## src/sv/cgf_pkg.sv

```systemverilog
`timescale 1ns / 1ps
// ----------------------------------------------------------------------------
// cgf_pkg
// Shared types, constants and the fill table of the column gap fill unit.
// ----------------------------------------------------------------------------
package cgf_pkg;

   localparam int VALUE_W = 16;
   localparam int LIMIT_W = 5;
   localparam int COUNT_W = 6;
   localparam int DIST_W  = 6;
   localparam int SQ_W    = 11;
   localparam int M_W     = 3;
   localparam int MAX_RES = 31;
   localparam logic [LIMIT_W-1:0] RES_RESET = 5'd2;
   localparam logic [VALUE_W-1:0] EMPTY_Q   = 16'hFF00;

   typedef enum logic [1:0] {
      PH_SEEK = 2'd0,
      PH_HIT  = 2'd1,
      PH_GAP  = 2'd2,
      PH_PASS = 2'd3
   } phase_type;

   // One command: count leading voxels (filled or empty), then the final voxel.
   typedef struct packed {
      logic [COUNT_W-1:0] count;
      logic               fill;
      logic [LIMIT_W-1:0] limit;
      logic [VALUE_W-1:0] value;
      logic               cend;
   } cmd_type;

   // round(256 * e^-m) in Q7.8
   function automatic logic [VALUE_W-1:0] gauss_q(input logic [M_W-1:0] m);
      logic [VALUE_W-1:0] g;
      begin
         unique case (m)
            3'd0: g = 16'd256;
            3'd1: g = 16'd94;
            3'd2: g = 16'd35;
            3'd3: g = 16'd13;
            3'd4: g = 16'd5;
            3'd5: g = 16'd2;
            3'd6: g = 16'd1;
            default: g = 16'd0;
         endcase
         return g;
      end
   endfunction

endpackage

```

## src/sv/cgf_front.sv

```systemverilog
`timescale 1ns / 1ps
// ----------------------------------------------------------------------------
// cgf_front
// Accepts voxels, tracks the first gap of a column and issues output commands.
// ----------------------------------------------------------------------------
module cgf_front (
   input  logic                           clock,
   input  logic                           reset,
   input  logic                           req_valid,
   output logic                           req_ready,
   input  logic signed [cgf_pkg::VALUE_W-1:0] req_voxel_value,
   input  logic                           req_column_end,
   input  logic                           csr_valid,
   output logic                           csr_ready,
   input  logic [cgf_pkg::LIMIT_W-1:0]    csr_gap_limit,
   output logic                           push_valid,
   input  logic                           push_ready,
   output cgf_pkg::cmd_type               push_cmd
);

   cgf_pkg::phase_type            phase_ff, phase_in;
   logic [cgf_pkg::COUNT_W-1:0]   gap_ff, gap_in;
   logic [cgf_pkg::LIMIT_W-1:0]   res_ff;
   logic [cgf_pkg::LIMIT_W-1:0]   limit;
   logic                          accept;
   logic                          empty;
   logic [cgf_pkg::COUNT_W-1:0]   held;
   logic [cgf_pkg::COUNT_W-1:0]   cnt;
   logic                          flush;
   logic                          emit;

   assign csr_ready = 1'b1;
   assign req_ready = push_ready;
   assign accept    = req_valid && req_ready;
   assign empty     = req_voxel_value == cgf_pkg::EMPTY_Q;

   assign limit = ({1'b0, res_ff} < cgf_pkg::COUNT_W'(cgf_pkg::MAX_RES)) ? res_ff
                : cgf_pkg::LIMIT_W'(cgf_pkg::MAX_RES);

   assign held  = (phase_ff == cgf_pkg::PH_GAP) ? gap_ff : '0;
   assign cnt   = held + cgf_pkg::COUNT_W'(1);
   assign flush = (cnt > {1'b0, limit}) || req_column_end;

   always_ff @(posedge clock) begin
      if (reset) begin
         phase_ff <= cgf_pkg::PH_SEEK;
         gap_ff   <= '0;
         res_ff   <= cgf_pkg::RES_RESET;
      end else begin
         phase_ff <= phase_in;
         gap_ff   <= gap_in;
         if (csr_valid && csr_ready) begin
            res_ff <= csr_gap_limit;
         end
      end
   end

   // next state
   always_comb begin
      phase_in = phase_ff;
      gap_in   = gap_ff;
      if (accept) begin
         unique case (phase_ff)
            cgf_pkg::PH_SEEK: if (!empty) phase_in = cgf_pkg::PH_HIT;
            cgf_pkg::PH_PASS: phase_in = cgf_pkg::PH_PASS;
            cgf_pkg::PH_HIT, cgf_pkg::PH_GAP: begin
               if (empty) begin
                  if (flush) begin
                     phase_in = cgf_pkg::PH_PASS;
                     gap_in   = '0;
                  end else begin
                     phase_in = cgf_pkg::PH_GAP;
                     gap_in   = cnt;
                  end
               end else if (phase_ff == cgf_pkg::PH_GAP) begin
                  phase_in = cgf_pkg::PH_PASS;
                  gap_in   = '0;
               end
            end
            default: phase_in = cgf_pkg::PH_SEEK;
         endcase
         if (req_column_end) begin
            phase_in = cgf_pkg::PH_SEEK;
            gap_in   = '0;
         end
      end
   end

   // command out
   always_comb begin
      emit           = 1'b1;
      push_cmd.count = '0;
      push_cmd.fill  = 1'b0;
      push_cmd.limit = limit;
      push_cmd.value = req_voxel_value;
      push_cmd.cend  = req_column_end;
      unique case (phase_ff)
         cgf_pkg::PH_SEEK, cgf_pkg::PH_PASS: emit = 1'b1;
         cgf_pkg::PH_HIT, cgf_pkg::PH_GAP: begin
            if (empty) begin
               // hold unless the run is too long or the column ends
               emit           = flush;
               push_cmd.count = held;
               push_cmd.value = cgf_pkg::EMPTY_Q;
            end else begin
               push_cmd.count = held;
               push_cmd.fill  = (held <= {1'b0, limit}) && (limit != '0);
            end
         end
         default: emit = 1'b1;
      endcase
   end

   assign push_valid = accept && emit;

endmodule

```

## src/sv/cgf_queue.sv

```systemverilog
`timescale 1ns / 1ps
// ----------------------------------------------------------------------------
// cgf_queue
// Two-entry command queue between the front and the back.
// ----------------------------------------------------------------------------
module cgf_queue (
   input  logic             clock,
   input  logic             reset,
   input  logic             push_valid,
   output logic             push_ready,
   input  cgf_pkg::cmd_type push_cmd,
   output logic             pop_valid,
   input  logic             pop_ready,
   output cgf_pkg::cmd_type pop_cmd
);

   cgf_pkg::cmd_type entry_ff [2];
   logic             wr_ptr_ff, wr_ptr_in;
   logic             rd_ptr_ff, rd_ptr_in;
   logic [1:0]       fill_ff, fill_in;
   logic             do_push;
   logic             do_pop;

   assign push_ready = fill_ff != 2'd2;
   assign pop_valid  = fill_ff != 2'd0;
   assign pop_cmd    = entry_ff[rd_ptr_ff];
   assign do_push    = push_valid && push_ready;
   assign do_pop     = pop_valid && pop_ready;

   always_comb begin
      wr_ptr_in = wr_ptr_ff ^ do_push;
      rd_ptr_in = rd_ptr_ff ^ do_pop;
      fill_in   = fill_ff + 2'(do_push) - 2'(do_pop);
   end

   always_ff @(posedge clock) begin
      if (reset) begin
         wr_ptr_ff <= 1'b0;
         rd_ptr_ff <= 1'b0;
         fill_ff   <= 2'd0;
      end else begin
         wr_ptr_ff <= wr_ptr_in;
         rd_ptr_ff <= rd_ptr_in;
         fill_ff   <= fill_in;
      end
   end

   always_ff @(posedge clock) begin
      if (do_push) begin
         entry_ff[wr_ptr_ff] <= push_cmd;
      end
   end

endmodule

```

## src/sv/cgf_back.sv

```systemverilog
`timescale 1ns / 1ps
// ----------------------------------------------------------------------------
// cgf_back
// Executes commands: sends the held gap voxels, then the closing voxel.
// ----------------------------------------------------------------------------
module cgf_back (
   input  logic                               clock,
   input  logic                               reset,
   input  logic                               pop_valid,
   output logic                               pop_ready,
   input  cgf_pkg::cmd_type                   pop_cmd,
   output logic                               rsp_valid,
   input  logic                               rsp_ready,
   output logic signed [cgf_pkg::VALUE_W-1:0] rsp_value_out,
   output logic                               rsp_column_last_out,
   output logic                               rsp_run_last
);

   logic                          busy_ff, busy_in;
   cgf_pkg::cmd_type              cmd_ff;
   logic [cgf_pkg::COUNT_W-1:0]   left_ff;
   logic [cgf_pkg::DIST_W-1:0]    dist_ff;
   logic [cgf_pkg::SQ_W-1:0]      sq_ff;
   logic                          out_valid_ff, out_valid_in;
   logic [cgf_pkg::VALUE_W-1:0]   out_value_ff;
   logic                          out_col_ff;
   logic                          out_last_ff;
   logic                          advance;
   logic                          final_step;
   logic                          load;
   logic [cgf_pkg::M_W-1:0]       m;
   logic [cgf_pkg::SQ_W-1:0]      thr;
   logic [cgf_pkg::VALUE_W-1:0]   gap_value;

   assign advance    = busy_ff && (!out_valid_ff || rsp_ready);
   assign final_step = advance && (left_ff == '0);
   assign pop_ready  = !busy_ff || final_step;
   assign load       = pop_valid && pop_ready;

   // m = min(7, floor(d*d / (4*limit))), found by comparing against multiples of 4*limit
   always_comb begin
      m   = '0;
      thr = '0;
      for (int k = 1; k < 8; k++) begin
         thr = cgf_pkg::SQ_W'({cmd_ff.limit, 2'b00}) * cgf_pkg::SQ_W'(k);
         m   = m + cgf_pkg::M_W'(sq_ff >= thr);
      end
      gap_value = cmd_ff.fill ? cgf_pkg::gauss_q(m) : cgf_pkg::EMPTY_Q;
   end

   always_comb begin
      busy_in = busy_ff;
      if (final_step) busy_in = 1'b0;
      if (load) busy_in = 1'b1;
      out_valid_in = out_valid_ff;
      if (rsp_ready) out_valid_in = 1'b0;
      if (advance) out_valid_in = 1'b1;
   end

   always_ff @(posedge clock) begin
      if (reset) begin
         busy_ff      <= 1'b0;
         out_valid_ff <= 1'b0;
      end else begin
         busy_ff      <= busy_in;
         out_valid_ff <= out_valid_in;
      end
   end

   always_ff @(posedge clock) begin
      if (advance) begin
         if (left_ff != '0) begin
            out_value_ff <= gap_value;
            out_col_ff   <= 1'b0;
            out_last_ff  <= 1'b0;
            left_ff      <= left_ff - cgf_pkg::COUNT_W'(1);
            dist_ff      <= dist_ff + cgf_pkg::DIST_W'(1);
            // (d+1)^2 = d^2 + 2d + 1
            sq_ff        <= sq_ff + cgf_pkg::SQ_W'({dist_ff, 1'b1});
         end else begin
            out_value_ff <= cmd_ff.value;
            out_col_ff   <= cmd_ff.cend;
            out_last_ff  <= 1'b1;
         end
      end
      if (load) begin
         cmd_ff  <= pop_cmd;
         left_ff <= pop_cmd.count;
         dist_ff <= cgf_pkg::DIST_W'(1);
         sq_ff   <= cgf_pkg::SQ_W'(1);
      end
   end

   assign rsp_valid           = out_valid_ff;
   assign rsp_value_out       = out_value_ff;
   assign rsp_column_last_out = out_col_ff;
   assign rsp_run_last        = out_last_ff;

endmodule

```

## src/sv/column_gap_fill_unit.sv

```systemverilog
`timescale 1ns / 1ps
// ----------------------------------------------------------------------------
// column_gap_fill_unit
// Fills the first short gap of empty voxels in each column of voxels.
// ----------------------------------------------------------------------------
// Each accepted voxel yields exactly one output voxel, in input order. Voxels
// of the first gap after the first occupied voxel are held (no output) until
// the gap is closed, overruns the gap limit or the column ends; they then
// leave as a burst, one per cycle while the receiver is ready, ending with the
// voxel that settled the gap. The front takes one voxel per cycle while the
// two-entry command queue has room; the back emits one voxel per cycle while
// the receiver is ready; during a burst the front keeps accepting until the
// queue fills. A voxel that passes straight through is registered in the
// command queue, in the back's command register and in its output register.
// ----------------------------------------------------------------------------
module column_gap_fill_unit (
   input  logic                               clock,
   input  logic                               reset,
   input  logic                               req_valid,
   output logic                               req_ready,
   input  logic signed [cgf_pkg::VALUE_W-1:0] req_voxel_value,
   input  logic                               req_column_end,
   output logic                               rsp_valid,
   input  logic                               rsp_ready,
   output logic signed [cgf_pkg::VALUE_W-1:0] rsp_value_out,
   output logic                               rsp_column_last_out,
   output logic                               rsp_run_last,
   input  logic                               csr_valid,
   output logic                               csr_ready,
   input  logic [cgf_pkg::LIMIT_W-1:0]        csr_gap_limit
);

   logic             push_valid;
   logic             push_ready;
   cgf_pkg::cmd_type push_cmd;
   logic             pop_valid;
   logic             pop_ready;
   cgf_pkg::cmd_type pop_cmd;

   cgf_front u_front (
      .clock           (clock),
      .reset           (reset),
      .req_valid       (req_valid),
      .req_ready       (req_ready),
      .req_voxel_value (req_voxel_value),
      .req_column_end  (req_column_end),
      .csr_valid       (csr_valid),
      .csr_ready       (csr_ready),
      .csr_gap_limit   (csr_gap_limit),
      .push_valid      (push_valid),
      .push_ready      (push_ready),
      .push_cmd        (push_cmd)
   );

   cgf_queue u_queue (
      .clock      (clock),
      .reset      (reset),
      .push_valid (push_valid),
      .push_ready (push_ready),
      .push_cmd   (push_cmd),
      .pop_valid  (pop_valid),
      .pop_ready  (pop_ready),
      .pop_cmd    (pop_cmd)
   );

   cgf_back u_back (
      .clock               (clock),
      .reset               (reset),
      .pop_valid           (pop_valid),
      .pop_ready           (pop_ready),
      .pop_cmd             (pop_cmd),
      .rsp_valid           (rsp_valid),
      .rsp_ready           (rsp_ready),
      .rsp_value_out       (rsp_value_out),
      .rsp_column_last_out (rsp_column_last_out),
      .rsp_run_last        (rsp_run_last)
   );

endmodule

```

## config.mk

```make
export PLATFORM = sky130hd
export DESIGN_NAME = column_gap_fill_unit
export DESIGN_NICKNAME = d
export VERILOG_FILES = /design/src/sv/cgf_pkg.sv /design/src/sv/cgf_front.sv /design/src/sv/cgf_queue.sv /design/src/sv/cgf_back.sv /design/src/sv/column_gap_fill_unit.sv
export SDC_FILE = /design/constraint.sdc
export NUM_CORES = 1
export LEC_CHECK = 0
export ABC_CLOCK_PERIOD_IN_PS = 5600
export BUFFER_PORTS_ARGS = -buffer_cell sky130_fd_sc_hd__clkbuf_2
export CORE_ASPECT_RATIO = 1.1
export CORE_MARGIN = 2
export CORE_UTILIZATION = 50
export CTS_CLUSTER_DIAMETER = 80
export DETAILED_ROUTE_END_ITERATION = 10
export GPL_ROUTABILITY_DRIVEN = 0
export PLACE_DENSITY = 0.7
export RECOVER_POWER = 100
export SLEW_MARGIN = 30
export SYNTH_ARGS = -nofsm -noshare
export SYNTH_HDL_FRONTEND = slang
export SYNTH_SLANG_ARGS = --single-unit
```

## constraint.sdc

```tcl
create_clock -name clock -period 5.6 [get_ports clock]
set_clock_uncertainty 0.05 [all_clocks]
set_input_delay 1.12 -clock clock [delete_from_list [all_inputs] [get_ports clock]]
set_output_delay 1.12 -clock clock [all_outputs]
set_load 0.05 [all_outputs]
```

==> reports/qor.csv <==
metric,value,unit
cts_buffer_depth,2,
r2r-end,u_back.rsp_value_out[2]$_DFFE_PP_,
drtIter0Drc,391,
rows,47,
synth.distinct_cells,54,
setup_viol,0,
hold_end,u_queue.entry_ff[0][18]$_DFFE_PP_,
worstSkewPairLatency,0.41,ns
ir_worst_vdd,0.267,mV
slew_violations,108,
cts_buffers,17,
ys.flop_type,edfxtp_1,
maxCapViolations,3,
crit_path_start_kind,flip-flop,
grt_use_total,19.8,%
cts.sinks,141,
combPwrFrac,39.5,%
tns,0,ns
antenna_cells,0,
yosysTopAreaCellShare,40.8,%
cts.clk_slew.worst_paths,0.06,ns
first_pass_iters,5,
fp.coreArea,0.0151,mm^2
hold_path_class,flip-flop to flip-flop,
slew_headroom,-62.0,%
crit_type,flip-flop to flip-flop,
die_w,122,um
final_hold_viol_count,0,
hold_depth,0,
synth-seq-cells,141,
io_pins,48,
ant_nets,0,
yosysTopAreaCell,edfxtp_1,
timing.hold.ws,0.435,ns
area_growth,11.9,%
die_h,134,um
crit_fanout,7,
violations,"capacitance limit, slew limit",
drc,0,
drive_above_1_share,8.32,%
ctsRootBufferMaster,clkbuf_16,
switching_share,37.0,%
syn-instance-count,672,
leakage,3.54,nW
max_freq,191,MHz
rsz0062_at_grt,false,
hpwl,11100,um
end_kind,flip-flop,
wl_per_cell,16.7,um
initial_core_util,51.3,%
syn-num-nets,794,
p_switching,1.67,mW
grt_pass1_wl,25100,um
rrSetupSlack,0.36,ns
cp.required,5.70,ns
overflow,0,
clkPwrFrac,24.8,%
syn_area_per_cell,11.5,um^2
fin_crit_sh,93.5,%
power_density,522,mW/mm^2
r2r_start,u_back.cmd_ff[18]$_DFFE_PP_,
yosysWarnings,0,
nNetsFinal,832,
p_int,2.84,mW
die-area,0.0165,mm^2
synth-seq-area-share,50.2,%
outcome,finished with violations,
finalPower,4.51,mW
worstPathArrival,5.34,ns
grt_pass1_vias,5233,
hold_path_startpoint,u_front.res_ff[1]$_SDFFE_PP1P_,
r2r_cells,22,
seqPwrFrac,35.6,%
cts_tree,yes,
grt_antenna_before_repair,0,
yosys-top-cells-area,"edfxtp_1 (41%), ha_1 (14%), dfxtp_1 (9.3%)",
tightest_slew,2.43,ns
vias,5100,
finalWirelength,15300,um
htree_levels,4,
grt_max_degree,51,
place.port_buffers,46,
synth_edf_count,105,
via_per_inst,5.56,
syn-cell-area,0.00772,mm^2
fin_crit,5.24,ns
async_flop_share,0,%
==> per-stage QoR <==
stage          cell area (um^2)  std cells  worst slack [ns]  util [%]
2_1_floorplan              7720        672             0.764         -
3_3_place_gp               8090        882             0.459      53.8
3_5_place_dp               8090        882             0.180      53.8
4_1_cts                    8690        912             0.199      57.7
5_1_grt                    8640        917           0.00662      57.4
6_report                   8640        917             0.364      57.4
==> critical path, cell delays in order, from the launching register on <==
cell and delay [ns]:
edfxtp_1 0.49, ha_1 0.27, inv_1 0.07, fa_1 0.39, inv_1 0.07, a21oi_1 0.06, nor2_1 0.08, nor2_1 0.05
xnor2_1 0.21, ha_1 0.27, o211ai_1 0.10, a21oi_1 0.06, a2111oi_1 0.49, fa_1 0.53, fa_1 0.48, inv_1 0.07
ha_1 0.15, inv_1 0.05, fa_1 0.40, xor2_2 0.30, nor3b_1 0.10, a21oi_1 0.12, o21ai_0 0.12
==> flip-flops by register name (all words and copies together) (netlist names), 2 cells and up <==
name / flops
u_back.cmd_ff: 23
u_back.left_ff: 6
u_queue.entry_ff: 58
u_back.dist_ff: 6
u_front.phase_ff: 2
u_front.res_ff: 5
u_back.sq_ff: 11
u_front.gap_ff: 6
u_queue.fill_ff: 2
u_back.rsp_value_out: 16
==> cells in the final DEF (no fill, tap or decap), types with 5 or more instances in the layout <==
master,n
clkbuf_16,17
nand4_1,5
clkbuf_1,43
and3_1,11
mux2i_1,13
xnor2_1,14
a211oi_1,5
inv_1,49
mux2_2,9
dfxtp_1,36
a21oi_1,33
a21o_1,17
xor2_1,12
nand2_1,35
edfxtp_1,105
nand2b_1,6
nand3_1,15
nor3_1,11
o211ai_1,5
o22ai_1,5
buf_4,6
clkbuf_2,8
ha_1,84
fa_1,11
o31ai_1,6
nor2b_1,9
o21a_1,8
nor2_1,49
o21ai_0,25
mux2_1,15
==> cell usage after synthesis, drive strengths merged, types with 2 or more instances <==
master	n
edfxtp	105
o31ai	6
a211oi	6
xnor2	14
a21boi	3
a21o	17
and3	11
mux2i	13
nand4	5
dfxtp	36
a2111oi	2
nor2b	9
a311oi	2
o21a	9
and2	4
nand3	15
mux2	24
nor2	49
o21ai	25
fa	11
inv	49
xor2	13
o21bai	2
nor3b	2
a31oi	2
a22oi	3
or3	2
buf	6
ha	84
a21oi	33
nand2b	6
nor3	13
o22ai	5
o211ai	5
nand2	35
or4	2
nor4	2
clkbuf	32
==> how the worst max path moves through the flow <==
stage	start	slack, ns	to	depth (start not counted)
2_1_floorplan	u_back.cmd_ff[19]$_DFFE_PP_	0.76	u_back.rsp_value_out[2]$_DFFE_PP_	21
3_3_place_gp	u_back.cmd_ff[19]$_DFFE_PP_	0.46	u_back.rsp_value_out[6]$_DFFE_PP_	21
3_5_place_dp	u_back.cmd_ff[19]$_DFFE_PP_	0.18	u_back.rsp_value_out[2]$_DFFE_PP_	21
4_1_cts	u_back.cmd_ff[19]$_DFFE_PP_	0.20	u_back.rsp_value_out[2]$_DFFE_PP_	21
5_1_grt	u_back.cmd_ff[18]$_DFFE_PP_	0.007	u_back.rsp_value_out[2]$_DFFE_PP_	22
6_report	u_back.cmd_ff[18]$_DFFE_PP_	0.36	u_back.rsp_value_out[2]$_DFFE_PP_	22
==> cells by family (layout without fill, tap and decap cells) <==
| family | Yosys count | count (layout) | synth area share (%) |
|---|---|---|---|
| buffers and inverters | 87 | 136 | 4.34 |
| XOR/XNOR | 27 | 27 | 3.06 |
| AO/OA/AOI/OAI | 126 | 126 | 10.5 |
| other | 1 | 1 | 0.0486 |
| adder cells (fa/ha/maj) | 95 | 95 | 16.5 |
| flip-flops | 141 | 141 | 50.2 |
| AND/OR/NAND/NOR | 158 | 158 | 10.2 |
| multiplexers | 37 | 37 | 5.18 |
==> power by group through the flow <==
stage | sequential [mW] | clock (mW) | combinational, mW
after floorplan | 1.74 | 0 | 1.22
after global placement | 1.61 | 0 | 1.70
after detailed placement | 1.63 | 0 | 1.78
after CTS | 1.61 | 1.14 | 1.80
after global routing | 1.64 | 1.19 | 2.02
final | 1.61 | 1.12 | 1.78
==> metal layers <==
metal	vias up	global-route usage (%)	wire length, um	share of wire (%)
li1	2488	-	-	-
met1	2436	26.1	6870	45
met2	137	32.1	7460	49
met3	39	4.08	626	4.1
met4	0	7.34	329	2.2
met5	-	0	0	0
==> cell type report <==
cell class | count | area, um^2
clock buffers | 17 | 425
clock inverters | 13 | 168
repair buffers | 57 | 246
well taps | 196 | 245
multi-input cells | 444 | 3500
inverters | 49 | 184
flip-flops and latches | 141 | 3870
fillers | 1260 | 6410
==> what timing repair did <==
item / CTS / global route
resized for setup: 0 / 2
setup endpoints to repair: 0 / 8
setup buffers: 0 / 4
hold buffers: 0 / 0
(Power assumes the default switching activity.)
